File: src/hw/rtl/lprd_pkg.sv
// ----------------------------------------------------------------------------
// lprd_pkg : LAS point record decoder package
// Field tags, register indexes, record layout lookup and flag byte splitting.
// ----------------------------------------------------------------------------
package lprd_pkg;

  // register indexes on the config port
  localparam int unsigned CFG_IDX_W = 4;
  localparam logic [CFG_IDX_W-1:0] CFG_POINT_FORMAT = CFG_IDX_W'(0);
  localparam logic [CFG_IDX_W-1:0] CFG_EXTRA_BYTES  = CFG_IDX_W'(1);

  // field tags
  localparam logic [4:0] TAG_X          = 5'd0;
  localparam logic [4:0] TAG_Y          = 5'd1;
  localparam logic [4:0] TAG_Z          = 5'd2;
  localparam logic [4:0] TAG_INTENSITY  = 5'd3;
  localparam logic [4:0] TAG_RETURN_NUM = 5'd4;
  localparam logic [4:0] TAG_NUM_RET    = 5'd5;
  localparam logic [4:0] TAG_SCAN_DIR   = 5'd6;
  localparam logic [4:0] TAG_EDGE       = 5'd7;
  localparam logic [4:0] TAG_CLASS      = 5'd8;
  localparam logic [4:0] TAG_SYNTHETIC  = 5'd9;
  localparam logic [4:0] TAG_KEY_POINT  = 5'd10;
  localparam logic [4:0] TAG_WITHHELD   = 5'd11;
  localparam logic [4:0] TAG_OVERLAP    = 5'd12;
  localparam logic [4:0] TAG_CHANNEL    = 5'd13;
  localparam logic [4:0] TAG_SCAN_ANGLE = 5'd14;
  localparam logic [4:0] TAG_USER       = 5'd15;
  localparam logic [4:0] TAG_SOURCE_ID  = 5'd16;
  localparam logic [4:0] TAG_GPS_TIME   = 5'd17;
  localparam logic [4:0] TAG_RED        = 5'd18;
  localparam logic [4:0] TAG_NIR        = 5'd21;
  localparam logic [4:0] TAG_WAVE_DESC  = 5'd22;
  localparam logic [4:0] TAG_WAVE_OFS   = 5'd23;
  localparam logic [4:0] TAG_WAVE_SIZE  = 5'd24;
  localparam logic [4:0] TAG_EXTRA      = 5'd29;

  // record layout sizes
  localparam logic [4:0] LEGACY_CORE_SIZE = 5'd20;
  localparam logic [4:0] EXT_CORE_SIZE    = 5'd22;  // extended core without GPS time
  localparam logic [6:0] GPS_SIZE         = 7'd8;
  localparam logic [6:0] RGB_SIZE         = 7'd6;
  localparam logic [6:0] NIR_SIZE         = 7'd2;
  localparam logic [6:0] WAVE_SIZE        = 7'd29;
  localparam logic [3:0] LAST_LEGACY_FMT  = 4'd5;

  // flag masks
  localparam logic [7:0] LEG_RET_MASK   = 8'b00000111;
  localparam logic [7:0] LEG_NRET_MASK  = 8'b00111000;
  localparam logic [7:0] LEG_CLASS_MASK = 8'b00011111;
  localparam logic [7:0] EXT_RET_MASK   = 8'b00001111;
  localparam logic [7:0] EXT_NRET_MASK  = 8'b11110000;
  localparam logic [7:0] EXT_CHAN_MASK  = 8'b00110000;

  // what a finished field expands into
  typedef enum logic [2:0] {
    RUN_FIELD = 3'd0,
    RUN_LEG_A = 3'd1,
    RUN_LEG_B = 3'd2,
    RUN_EXT_A = 3'd3,
    RUN_EXT_B = 3'd4
  } run_kind_t;

  typedef struct packed {
    logic       in_std;     // position lies in the standard part
    run_kind_t  kind;
    logic [4:0] tag;
    logic       last;       // byte closes its field
    logic [6:0] std_size;
  } lookup_t;

  typedef struct packed {
    logic [4:0] tag;
    logic [7:0] value;
  } flag_out_t;

  function automatic lookup_t layout_lookup(input logic [3:0] fmt, input logic [8:0] pos);
    logic       legacy;
    logic       gps;
    logic       rgb;
    logic       nir;
    logic       wav;
    logic       found;
    logic [4:0] core;
    logic [4:0] p;
    logic [8:0] o;
    logic [8:0] w;
    lookup_t    r;
    legacy = (fmt <= LAST_LEGACY_FMT);
    gps = (fmt == 4'd1) || (fmt == 4'd3) || (fmt >= 4'd6);
    rgb = (fmt == 4'd2) || (fmt == 4'd3) || (fmt == 4'd5) || (fmt == 4'd7) ||
          (fmt == 4'd8) || (fmt == 4'd10);
    nir = (fmt == 4'd8) || (fmt == 4'd10);
    wav = (fmt == 4'd4) || (fmt == 4'd5) || (fmt == 4'd9) || (fmt == 4'd10);
    core = legacy ? LEGACY_CORE_SIZE : EXT_CORE_SIZE;
    r.std_size = {2'b00, core} + (gps ? GPS_SIZE : 7'd0) + (rgb ? RGB_SIZE : 7'd0) +
                 (nir ? NIR_SIZE : 7'd0) + (wav ? WAVE_SIZE : 7'd0);
    r.in_std = (pos < {2'b00, r.std_size});
    r.kind = RUN_FIELD;
    r.tag = TAG_X;
    r.last = 1'b0;
    found = 1'b0;
    p = pos[4:0];
    o = pos - {4'd0, core};
    w = o - 9'd9;
    if (pos < {4'd0, core}) begin
      if (p < 5'd4) begin
        r.tag = TAG_X; r.last = (p == 5'd3);
      end else if (p < 5'd8) begin
        r.tag = TAG_Y; r.last = (p == 5'd7);
      end else if (p < 5'd12) begin
        r.tag = TAG_Z; r.last = (p == 5'd11);
      end else if (p < 5'd14) begin
        r.tag = TAG_INTENSITY; r.last = (p == 5'd13);
      end else if (p == 5'd14) begin
        r.kind = legacy ? RUN_LEG_A : RUN_EXT_A; r.last = 1'b1;
      end else if (p == 5'd15) begin
        r.kind = legacy ? RUN_LEG_B : RUN_EXT_B; r.last = 1'b1;
      end else if (p == 5'd16) begin
        r.tag = legacy ? TAG_SCAN_ANGLE : TAG_CLASS; r.last = 1'b1;
      end else if (p == 5'd17) begin
        r.tag = TAG_USER; r.last = 1'b1;
      end else if (legacy) begin
        r.tag = TAG_SOURCE_ID; r.last = (p == 5'd19);
      end else if (p < 5'd20) begin
        r.tag = TAG_SCAN_ANGLE; r.last = (p == 5'd19);
      end else begin
        r.tag = TAG_SOURCE_ID; r.last = (p == 5'd21);
      end
    end else begin
      // walk the optional blocks in order, each one rebasing the offset
      if (gps) begin
        if (o < 9'd8) begin
          r.tag = TAG_GPS_TIME; r.last = (o == 9'd7); found = 1'b1;
        end else begin
          o = o - 9'd8;
        end
      end
      if (rgb && !found) begin
        if (o < 9'd6) begin
          r.tag = TAG_RED + {3'b000, o[2:1]}; r.last = o[0]; found = 1'b1;
        end else begin
          o = o - 9'd6;
        end
      end
      if (nir && !found) begin
        if (o < 9'd2) begin
          r.tag = TAG_NIR; r.last = o[0]; found = 1'b1;
        end else begin
          o = o - 9'd2;
        end
      end
      w = o - 9'd9;
      if (wav && !found) begin
        if (o == 9'd0) begin
          r.tag = TAG_WAVE_DESC; r.last = 1'b1;
        end else if (o < 9'd9) begin
          r.tag = TAG_WAVE_OFS; r.last = (o == 9'd8);
        end else begin
          r.tag = TAG_WAVE_SIZE + {2'b00, w[4:2]}; r.last = (w[1:0] == 2'd3);
        end
      end
    end
    return r;
  endfunction

  // index of the final result of a run
  function automatic logic [2:0] run_last_idx(input run_kind_t kind);
    logic [2:0] n;
    case (kind)
      RUN_FIELD: n = 3'd0;
      RUN_LEG_A: n = 3'd3;
      RUN_LEG_B: n = 3'd3;
      RUN_EXT_A: n = 3'd1;
      RUN_EXT_B: n = 3'd6;
      default:   n = 3'd0;
    endcase
    return n;
  endfunction

  // subfields of a packed flag byte, ascending bit order
  function automatic flag_out_t flag_result(input run_kind_t kind, input logic [2:0] idx,
                                            input logic [7:0] b);
    flag_out_t r;
    r.tag = TAG_X;
    r.value = 8'd0;
    case (kind)
      RUN_LEG_A: begin
        case (idx)
          3'd0: begin r.tag = TAG_RETURN_NUM; r.value = b & LEG_RET_MASK; end
          3'd1: begin r.tag = TAG_NUM_RET; r.value = (b & LEG_NRET_MASK) >> 3; end
          3'd2: begin r.tag = TAG_SCAN_DIR; r.value = {7'd0, b[6]}; end
          default: begin r.tag = TAG_EDGE; r.value = {7'd0, b[7]}; end
        endcase
      end
      RUN_LEG_B: begin
        case (idx)
          3'd0: begin r.tag = TAG_CLASS; r.value = b & LEG_CLASS_MASK; end
          3'd1: begin r.tag = TAG_SYNTHETIC; r.value = {7'd0, b[5]}; end
          3'd2: begin r.tag = TAG_KEY_POINT; r.value = {7'd0, b[6]}; end
          default: begin r.tag = TAG_WITHHELD; r.value = {7'd0, b[7]}; end
        endcase
      end
      RUN_EXT_A: begin
        case (idx)
          3'd0: begin r.tag = TAG_RETURN_NUM; r.value = b & EXT_RET_MASK; end
          default: begin r.tag = TAG_NUM_RET; r.value = (b & EXT_NRET_MASK) >> 4; end
        endcase
      end
      RUN_EXT_B: begin
        case (idx)
          3'd0: begin r.tag = TAG_SYNTHETIC; r.value = {7'd0, b[0]}; end
          3'd1: begin r.tag = TAG_KEY_POINT; r.value = {7'd0, b[1]}; end
          3'd2: begin r.tag = TAG_WITHHELD; r.value = {7'd0, b[2]}; end
          3'd3: begin r.tag = TAG_OVERLAP; r.value = {7'd0, b[3]}; end
          3'd4: begin r.tag = TAG_CHANNEL; r.value = (b & EXT_CHAN_MASK) >> 4; end
          3'd5: begin r.tag = TAG_SCAN_DIR; r.value = {7'd0, b[6]}; end
          default: begin r.tag = TAG_EDGE; r.value = {7'd0, b[7]}; end
        endcase
      end
      default: begin
        r.tag = TAG_X;
        r.value = 8'd0;
      end
    endcase
    return r;
  endfunction

endpackage

File: src/hw/rtl/lidar_point_record_decoder_unit.sv
// ----------------------------------------------------------------------------
// lidar_point_record_decoder_unit : LAS point record stream decoder
// Splits a byte stream of point records (formats 0 to 10) into tagged fields.
// ----------------------------------------------------------------------------
// Usage:
//   in_*   : one stream byte per word (valid/ready). Records run back to back.
//   out_*  : one decoded field per word: tag, raw little-endian bits (zero
//            extended), last_of_run on the final word caused by a byte and
//            record_end on the word that closes a record.
//   cfg_*  : write-only registers, point format and extra byte count. A write
//            restarts the record parser at byte zero. Write only while idle.
// Latency: a byte that closes a field shows its first word the cycle after it
//   is taken. Bytes inside a multi-byte field give no word.
// Throughput: one word per cycle out of the run register while out_ready is
//   high. A byte makes as many words as its run holds: 1 for a plain field or
//   extra byte, 2 or 4 or 7 for the packed flag bytes. A new byte is taken in
//   the same cycle the last word of the previous run leaves, so plain fields
//   stream at one byte per cycle while out_ready stays high.
// Stall: when out_ready is low the run register holds and in_ready drops
//   until the final word of the run is taken.
// Reset: rst_n (sync, active low) selects format 0, no extra bytes, start of
//   record, empty output.
// ----------------------------------------------------------------------------
module lidar_point_record_decoder_unit (
  input  logic                            clk,
  input  logic                            rst_n,
  input  logic                            in_valid,
  output logic                            in_ready,
  input  logic [7:0]                      in_data_byte,
  output logic                            out_valid,
  input  logic                            out_ready,
  output logic [4:0]                      out_field_tag,
  output logic [63:0]                     out_field_value,
  output logic                            out_last_of_run,
  output logic                            out_record_end,
  input  logic                            cfg_we,
  input  logic [lprd_pkg::CFG_IDX_W-1:0]  cfg_index,
  input  logic [7:0]                      cfg_wdata
);
  import lprd_pkg::*;

  // config registers
  logic [3:0]  fmt_r;
  logic [7:0]  extra_r;

  // parser state
  logic [8:0]  pos_r, pos_nxt;
  logic [63:0] acc_r, acc_nxt;
  logic [3:0]  cnt_r, cnt_nxt;

  // run register: one decoded byte waiting to be expanded into words
  logic        run_valid_r;
  run_kind_t   run_kind_r, run_kind_nxt;
  logic [4:0]  run_tag_r, run_tag_nxt;
  logic [63:0] run_val_r, run_val_nxt;
  logic        run_end_r, run_end_nxt;
  logic [2:0]  run_idx_r;

  lookup_t     lk;
  logic [63:0] acc_cur;
  logic [9:0]  total;
  logic [8:0]  pos_inc;
  logic        produce;
  logic        rec_done;
  logic        in_fire;
  logic        out_fire;
  logic        run_last;
  flag_out_t   flg;

  assign lk      = layout_lookup(fmt_r, pos_r);
  assign total   = {3'b000, lk.std_size} + {2'b00, extra_r};
  assign pos_inc = pos_r + 9'd1;
  assign rec_done = ({1'b0, pos_inc} >= total);

  // little-endian gather of the current byte into the field
  assign acc_cur = (cnt_r < 4'd8) ?
                   (acc_r | ({56'd0, in_data_byte} << {cnt_r[2:0], 3'b000})) : acc_r;

  assign run_last = (run_idx_r == run_last_idx(run_kind_r));
  assign out_fire = out_valid && out_ready;
  assign in_ready = !run_valid_r || (out_ready && run_last);
  assign in_fire  = in_valid && in_ready;

  always_comb begin
    produce      = 1'b0;
    run_kind_nxt = RUN_FIELD;
    run_tag_nxt  = TAG_EXTRA;
    run_val_nxt  = {56'd0, in_data_byte};
    acc_nxt      = acc_r;
    cnt_nxt      = cnt_r;
    if (!lk.in_std) begin
      // trailing opaque byte, field state untouched
      produce = 1'b1;
    end else begin
      acc_nxt = acc_cur;
      cnt_nxt = cnt_r + 4'd1;
      if (lk.last) begin
        produce      = 1'b1;
        run_kind_nxt = lk.kind;
        run_tag_nxt  = lk.tag;
        run_val_nxt  = acc_cur;
        acc_nxt      = 64'd0;
        cnt_nxt      = 4'd0;
      end
    end
    run_end_nxt = rec_done;
    pos_nxt     = pos_inc;
    if (rec_done) begin
      pos_nxt = 9'd0;
      acc_nxt = 64'd0;
      cnt_nxt = 4'd0;
    end
  end

  always_ff @(posedge clk) begin
    if (!rst_n) begin
      fmt_r   <= 4'd0;
      extra_r <= 8'd0;
      pos_r   <= 9'd0;
      acc_r   <= 64'd0;
      cnt_r   <= 4'd0;
    end else if (cfg_we && (cfg_index == CFG_POINT_FORMAT)) begin
      fmt_r <= cfg_wdata[3:0];
      pos_r <= 9'd0;
      acc_r <= 64'd0;
      cnt_r <= 4'd0;
    end else if (cfg_we && (cfg_index == CFG_EXTRA_BYTES)) begin
      extra_r <= cfg_wdata;
      pos_r   <= 9'd0;
      acc_r   <= 64'd0;
      cnt_r   <= 4'd0;
    end else if (in_fire) begin
      pos_r <= pos_nxt;
      acc_r <= acc_nxt;
      cnt_r <= cnt_nxt;
    end
  end

  // run control
  always_ff @(posedge clk) begin
    if (!rst_n) begin
      run_valid_r <= 1'b0;
      run_idx_r   <= 3'd0;
    end else if (in_fire && produce) begin
      run_valid_r <= 1'b1;
      run_idx_r   <= 3'd0;
    end else if (out_fire && run_last) begin
      run_valid_r <= 1'b0;
      run_idx_r   <= 3'd0;
    end else if (out_fire) begin
      run_idx_r <= run_idx_r + 3'd1;
    end
  end

  // run payload, no reset
  always_ff @(posedge clk) begin
    if (in_fire && produce) begin
      run_kind_r <= run_kind_nxt;
      run_tag_r  <= run_tag_nxt;
      run_val_r  <= run_val_nxt;
      run_end_r  <= run_end_nxt;
    end
  end

  assign flg = flag_result(run_kind_r, run_idx_r, run_val_r[7:0]);

  assign out_valid       = run_valid_r;
  assign out_field_tag   = (run_kind_r == RUN_FIELD) ? run_tag_r : flg.tag;
  assign out_field_value = (run_kind_r == RUN_FIELD) ? run_val_r : {56'd0, flg.value};
  assign out_last_of_run = run_last;
  assign out_record_end  = run_end_r && run_last;

  // ------------------------------------------------------------------ checks
  a_pos_in_record: assert property (@(posedge clk) disable iff (!rst_n)
    {1'b0, pos_r} < total)
    else $error("record position beyond record length");

  a_field_short: assert property (@(posedge clk) disable iff (!rst_n)
    cnt_r < 4'd8)
    else $error("field gathered more than eight bytes");

  a_idx_in_run: assert property (@(posedge clk) disable iff (!rst_n)
    run_valid_r |-> (run_idx_r <= run_last_idx(run_kind_r)))
    else $error("run index past end of run");

  a_hold_on_stall: assert property (@(posedge clk) disable iff (!rst_n)
    (run_valid_r && !out_ready) |=> (run_valid_r && $stable(run_idx_r)))
    else $error("run advanced while receiver stalled");

  a_no_take_midrun: assert property (@(posedge clk) disable iff (!rst_n)
    (run_valid_r && !run_last) |-> !in_ready)
    else $error("byte taken in the middle of a run");

endmodule

File: config.mk
export PLATFORM = sky130hd
export DESIGN_NAME = lidar_point_record_decoder_unit
export DESIGN_NICKNAME = d
export VERILOG_FILES = /design/src/hw/rtl/lprd_pkg.sv /design/src/hw/rtl/lidar_point_record_decoder_unit.sv
export SDC_FILE = /design/constraint.sdc
export NUM_CORES = 1
export LEC_CHECK = 0
export BUFFER_PORTS_ARGS = -buffer_cell sky130_fd_sc_hd__buf_4
export CORE_MARGIN = 4
export CORE_UTILIZATION = 57
export CTS_CLUSTER_SIZE = 30
export DETAILED_ROUTE_END_ITERATION = 10
export PLACE_DENSITY = 0.81
export SLEW_MARGIN = 20
export SYNTH_ARGS = -nofsm -noshare
export SYNTH_HDL_FRONTEND = slang
export SYNTH_SLANG_ARGS = --single-unit
File: constraint.sdc
create_clock -name clk -period 14.5 [get_ports clk]
set_input_delay 2.9 -clock clk [delete_from_list [all_inputs] [get_ports clk]]
set_output_delay 2.9 -clock clk [all_outputs]
set_load 0.01 [all_outputs]
* Yosys cells after proc, flatten, opt, wreduce, memory -nomap -nowiden
Cells that the tools add are included.
** Storage, ports and cells
- Register bits after elaboration :: 166
** Operators by class
- Add/subtract/negate cells :: 15
- $lt $le $gt $ge :: 15
- Eq/ne operators :: 33
- Shift operators :: 1
- Multiplexer cells :: 72
- Bitwise logic cells :: 6
- Reductions and logical operators :: 40
** Operators with widths (count)
- two-way mux 64 bit :: 5
- two-way mux 6 bit :: 18
- two-way mux 9 bit :: 11
- one-hot mux 12 bit (6 select lines) :: 1
- bitwise OR 64 bit :: 1
- left shift 8 x 6 -> 64 bit :: 1
- one-hot mux 10 bit (3 select lines) :: 2
- one-hot mux 13 bit (4 select lines) :: 1
- equality test 5 x 4 -> 1 bit (second input constant) :: 4
- equality test 5 bit (second input constant) :: 4
- two-way mux 5 bit :: 4
- < comparator 9 x 4 -> 1 bit (second input constant) :: 2
- two-way mux 4 bit :: 4
- two-way mux 8 bit :: 2
- < comparator 5 x 4 -> 1 bit (second input constant) :: 3
- two-way mux 1 bit :: 15
- two-way mux 3 bit :: 5
- equality test 3 x 2 -> 1 bit (second input constant) :: 4
- equality test 4 x 3 -> 1 bit (second input constant) :: 3
- equality test 4 bit (second input constant) :: 3
- logical OR 1 bit :: 12
- logical AND 1 bit :: 11
- adder 7 x 8 -> 9 bit :: 1
- adder 9 x 1 -> 9 bit (second input constant) :: 1
- other kinds (45) :: 64

* Depth between registers and ports, before layout
- Word-level depth :: 25
- Gate-level depth with buffers :: 26
- Gate-level depth less buffers :: 22

* Least setup slack after synthesis
OpenSTA, ideal clock, no wires.
- Kind :: flip-flop to flip-flop
- Start point :: register fmt_r[2]
- End point :: register run_end_r, enable pin
- Library setup time :: 0.533 ns
- Data arrival time :: 8.514 ns
- Required time :: 13.967 ns
- Path slack :: 5.453 ns
- Cell stages (with the launch flop) :: 24
- Buffers on the path :: 3
- Cell sequence :: dfxtp_1 > clkbuf_1 > a21oi_2 > clkinv_1 > ha_1 > inv_1 > ha_1 > buf_2 > o21ai_1 > a211o_1 > a2111oi_4 > a31oi_4 > o31a_1 > o21ai_2 > xnor2_1 > ha_1 > o211a_4 > nand2_1 > xnor2_1 > a31oi_1 > o211ai_1 > a21o_1 > buf_4 > a21oi_1
** On the way
- Word-level cells in the longest chain between the ends :: 24
- Elaborated cells on any way between the ends :: 92
** Ends and longest elaborated chain
- from (decl) :: RTL line lidar_point_record_decoder_unit.sv:43 : logic [3:0] fmt_r;
- from (signal assigned) :: RTL line lidar_point_record_decoder_unit.sv:123 : fmt_r <= cfg_wdata[3:0];
- <= comparator 4 x 3 -> 1 bit :: RTL line lprd_pkg.sv:89 : legacy = (fmt <= LAST_LEGACY_FMT);
- two-way mux 2 bit :: RTL line lprd_pkg.sv:95 : core = legacy ? LEGACY_CORE_SIZE : EXT_CORE_SIZE;
- subtractor 9 x 5 -> 9 bit :: RTL line lprd_pkg.sv:104 : o = pos - {4'd0, core};
- subtractor 9 x 4 -> 9 bit / < comparator 9 x 4 -> 1 bit (equally long branches) :: RTL line lprd_pkg.sv:136, lprd_pkg.sv:133
- two-way mux 9 bit / two-way mux 1 bit (equally long branches) :: RTL line lprd_pkg.sv:133 : if (o < 9'd8) begin
- two-way mux 9 bit / two-way mux 1 bit (equally long branches) :: RTL line lprd_pkg.sv:132 : if (gps) begin
- two-way mux 9 bit / two-way mux 1 bit (equally long branches) :: RTL line lprd_pkg.sv:106 : if (pos < {4'd0, core}) begin
- subtractor 9 x 3 -> 9 bit, or another cell as far along :: RTL line lprd_pkg.sv:143 : o = o - 9'd6;
- [8 not listed]
- equality test 2 bit :: RTL line lprd_pkg.sv:160 : r.tag = TAG_WAVE_SIZE + {2'b00, w[4:2]}; r.last = (w[1:0] == 2'd3);
- two-way mux 6 bit :: RTL line lprd_pkg.sv:157 : end else if (o < 9'd9) begin
- two-way mux 6 bit :: RTL line lprd_pkg.sv:155 : if (o == 9'd0) begin
- two-way mux 6 bit :: RTL line lprd_pkg.sv:154 : if (wav && !found) begin
- two-way mux 6 bit :: RTL line lprd_pkg.sv:106
- two-way mux 1 bit :: RTL line lidar_point_record_decoder_unit.sv:97 : if (lk.last) begin
- two-way mux 1 bit * :: RTL line lidar_point_record_decoder_unit.sv:91 : if (!lk.in_std) begin
- logical AND 1 bit * :: RTL line lidar_point_record_decoder_unit.sv:157 : if (in_fire && produce) begin
- to (signal assigned) :: RTL line lidar_point_record_decoder_unit.sv:161 : run_end_r <= run_end_nxt;
- to (decl) :: RTL line lidar_point_record_decoder_unit.sv:56 : logic run_end_r, run_end_nxt;
Mark *: on every way between the ends. The rest lies on a longest branch, timed or not. The select of a mux whose other input is x is not followed.
A chain may end at the register's enable or synchronous reset.

* Worst setup path after layout
- Start point :: register fmt_r[2]
- End point :: register run_val_r[51], enable pin
** On the way
- Word-level cells in the longest chain between the ends :: 24
- Elaborated cells on any way between the ends :: 92
** Ends and longest elaborated chain
- <= comparator 4 x 3 -> 1 bit :: RTL line lprd_pkg.sv:89
- two-way mux 2 bit :: RTL line lprd_pkg.sv:95
- subtractor 9 x 5 -> 9 bit :: RTL line lprd_pkg.sv:104
- subtractor 9 x 4 -> 9 bit / < comparator 9 x 4 -> 1 bit (equally long branches) :: RTL line lprd_pkg.sv:136, lprd_pkg.sv:133
- two-way mux 9 bit / two-way mux 1 bit (equally long branches) :: RTL line lprd_pkg.sv:133
- two-way mux 9 bit / two-way mux 1 bit (equally long branches) :: RTL line lprd_pkg.sv:132
- two-way mux 9 bit / two-way mux 1 bit (equally long branches) :: RTL line lprd_pkg.sv:106
- subtractor 9 x 3 -> 9 bit, or another cell as far along :: RTL line lprd_pkg.sv:143
- [8 not listed]
- equality test 2 bit :: RTL line lprd_pkg.sv:160
- two-way mux 6 bit :: RTL line lprd_pkg.sv:157
- two-way mux 6 bit :: RTL line lprd_pkg.sv:155
- two-way mux 6 bit :: RTL line lprd_pkg.sv:154
- two-way mux 6 bit :: RTL line lprd_pkg.sv:106
- two-way mux 1 bit :: RTL line lidar_point_record_decoder_unit.sv:97
- two-way mux 1 bit * :: RTL line lidar_point_record_decoder_unit.sv:91
- logical AND 1 bit * :: RTL line lidar_point_record_decoder_unit.sv:157
- to (signal assigned) :: RTL line lidar_point_record_decoder_unit.sv:160 : run_val_r <= run_val_nxt;
- to (decl) :: RTL line lidar_point_record_decoder_unit.sv:55 : logic [63:0] run_val_r, run_val_nxt;
Marked as above.

==> impl_results.md <==
* Outcome: completed
* Final TNS setup at 0 ns
* # port buffers at 97
* Comb pwr share at 7.0%
* Fill cell count at 1,285
* Crit path kind: reg -> reg
* Post-synth cell types at 88
* Internal power at 800 uW
* Compound-Gate Fraction of Synth Area at 21.3%
* Maximum number of pins on one net before global-route repair at 64
* Leakage at 4.43 nW
* CTS H-tree lvls at 4
* GRT overflow at 0
* Skew final at 0.00812 ns
* Clock buffer depth at 2
* # DRC at 0
* Post CTS Setup Buffer Count at 0
* Yosys reg bits at 166
* Placement Cell Area at 10,600 sq um
* Area of the mapped netlist at 9860 sq um
* Vias in the first global route at 7,941
* Die H at 139 microns
* Asr flop ratio synth at 0%
* CTS resizes at 0
* Area Growth Syn to Fin at 13.8%
* Metal3 WL at 1.76 mm
* Fin nets at 1,253
* Post-synthesis xor/xnor area fraction at 2.83%
* HPWL after DPL at 16.5 mm
* 1st-pass router iterations at 5
* Req. time, crit path at 14.56 ns
* Clock period minus worst slack at 7.61 ns
* Met2 Wirelength at 11.2 mm
* Clock Pin Slew Worst Setup and Hold Paths at 0.07 ns
* Top layer in use: met4
* Routed metal-1 wire length at 10.8 mm
* I/O pin count at 98
* Layout cell share with drive strength beyond 1 at 14.0%
* Simple-gate area share of the yosys netlist at 20.8%
* Flop pwr share at 47.7%
* DRT iter0 DRCs at 796
* Clk sink count at 166
* Post-synthesis sequential area ratio at 41.1%
* Worst min path class: reg -> reg
* Largest family of logic cells by synthesized area: compound AO/OA/AOI/OAI gates
* First-pass GRT wire length at 39.6 mm
* Syn Area/Cell at 8.62 sq um
* Most frequent cell after synthesis: nor2_1
* Post-Route WL at 24.4 mm
* Yosys top cell area share at 22.2%
* GPL Wtd Cong at 0.931
* N_diodes at 0
* Synth top area cells: edfxtp_1 (22%), dfxtp_1 (19%), a21oi_1 (7.8%)
* Clock power frac at 45.3%
* Post-CTS Hold Buffers at 0
* Total GRT Usage at 24.4%
* Post-synth top flop: dfxtp_1
* # rows at 47
* Number of enable flip-flop cells after synthesis at 73
* Peak supply drop at 103 uV
* Drt wl/cell at 17.2 microns
* Fmax achieved at 131 MHz
* CTS tree: yes
* Switch Pwr at 248 uW
* CORE AREA at 16,800 sq um
* Initial Utilization at 58.8%
* RSZ-0062 raised after global routing: false
* Die Span X at 139 microns
* DR vias/cell at 6.08
* Design area at 11,200 sq um
* Crit. End Element: flip-flop
* Syn_nets at 1,213
* Routed vias at 8,605
* Yosys top cell by area: edfxtp_1
* CP Launch Type: flip-flop
* CTS Buf Count at 17
* CTS Root Buffer Type: clkbuf_16
* Finish-stage setup viols at 0
* Slew HR at 26.4%
* Maxcap violations at 0
* Yosys Warn Count at 0
* Mux cell area share after synthesis at 2.65%
* Power Total at 1.05 mW
* Final period utilization at 52.5%
* Pins Over Slew Limit at 0
* Remaining antenna violation count at 0
* Worst-Margin Slew at 1.10 ns
* Clk Latency, worst-skew pair at 0.43 ns
* Worst EP arrival at 7.67 ns
* Switching Fraction at 23.6%
* Gate Count Post-Synth at 1,143
* Top cells by count, synth: nor2_1 (189), a21oi_1 (154), dfxtp_1 (93), edfxtp_1 (73), and2_1 (70)
* Initial antenna violation count at 0
* Full die area at 19,500 sq um
* Crit path max fanout at 44
* Synth Area in Adders at 5.94%
* Final hold vios at 0
* Power per Cell Area at 93.4 nW/um^2
* Util after Layout at 66.9%
registers in the layout (all words and copies together) (netlist names):
| name | flops |
|---|---|
| run_idx_r | 3 |
| run_kind_r | 3 |
| run_val_r | 64 |
| pos_r | 9 |
| out_valid | 1 |
| run_tag_r | 5 |
| cnt_r | 4 |
| acc_r | 64 |
| fmt_r | 4 |
| run_end_r | 1 |
| extra_r | 8 |
logic make-up (layout without fill, tap and decap cells):
family	count (synthesis)	count (layout)
and+or+nand+nor	429	429
AOI/OAI and AO/OA	321	321
DFF	166	166
buffers and inverters	126	179
adders and majority gates	45	45
xor gates and xnor gates	31	31
muxes	25	25
layout by cell type, fill, tap and decap left out, drive strengths merged, types with 31 or more instances in the layout:
cell type / instances
nor2: 190
nand2: 50
buf: 104
and2: 71
dfxtp: 93
edfxtp: 73
a21oi: 157
ha: 42
nand3: 31
nor3: 31
inv: 47
o21ai: 35
final cells by class:
class	count	area (sq um)	area share, %
sequential	166	4050	36.1
multi-input combinational	851	5320	47.4
timing repair buffer	104	781	6.96
tap	220	275	2.45
clock buffer	18	439	3.92
clock inverter	14	185	1.65
inverter	43	161	1.44
per-stage QoR:
stage                     hold slack [ns]  std cells  setup slack, ns
final                               0.470       1416             6.89
after global routing                0.489       1416             6.34
after CTS                           0.472       1416             7.02
after detailed placement            0.454       1384             7.03
after global placement              0.448       1384             7.30
after floorplan                     0.438       1143             5.45
routing by layer:
metal | track usage (%) | vias up
met5 | 0 | -
met4 | 9.01 | 0
met3 | 3.98 | 48
met2 | 38.3 | 391
met1 | 34.1 | 4004
li1 | - | 4162
power groups by stage:
stage | Clock (mW) | Sequential [mW] | Combinational, mW
after floorplan | 0 | 0.506 | 0.0540
after global placement | 0 | 0.509 | 0.0706
after detailed placement | 0 | 0.509 | 0.0717
after CTS | 0.477 | 0.499 | 0.0722
after global routing | 0.501 | 0.500 | 0.0813
final | 0.474 | 0.499 | 0.0737
critical path, cell delays in order, from the launching register on:
cell and delay (ns):
dfxtp_1 0.38, a21oi_2 0.29, clkinv_1 0.32, ha_1 0.33
inv_1 0.06, ha_1 0.34, o21ai_1 0.22, a211o_1 0.46
a2111oi_4 0.60, a31oi_4 0.27, o31a_1 0.34, o21ai_2 0.27
xnor2_1 0.26, ha_1 0.30, o311a_1 0.18, o2111ai_1 0.14
nand2_1 0.18, xnor2_1 0.18, o211ai_1 0.21, a21o_1 0.22
buf_4 0.22, a21oi_4 0.77, buf_4 0.62
path summary, 6_finish.rpt:
check                                from  slack [ns]       endpoint  cells after the start
worst max-delay path             fmt_r[2]        6.89  run_val_r[51]                     22
worst min-delay path            acc_r[11]        0.47      acc_r[11]                      2
worst min register to register  acc_r[11]        0.47      acc_r[11]                      2
worst max register to register   fmt_r[2]        6.89  run_val_r[51]                     22
Power figures use the tool's default switching activity.
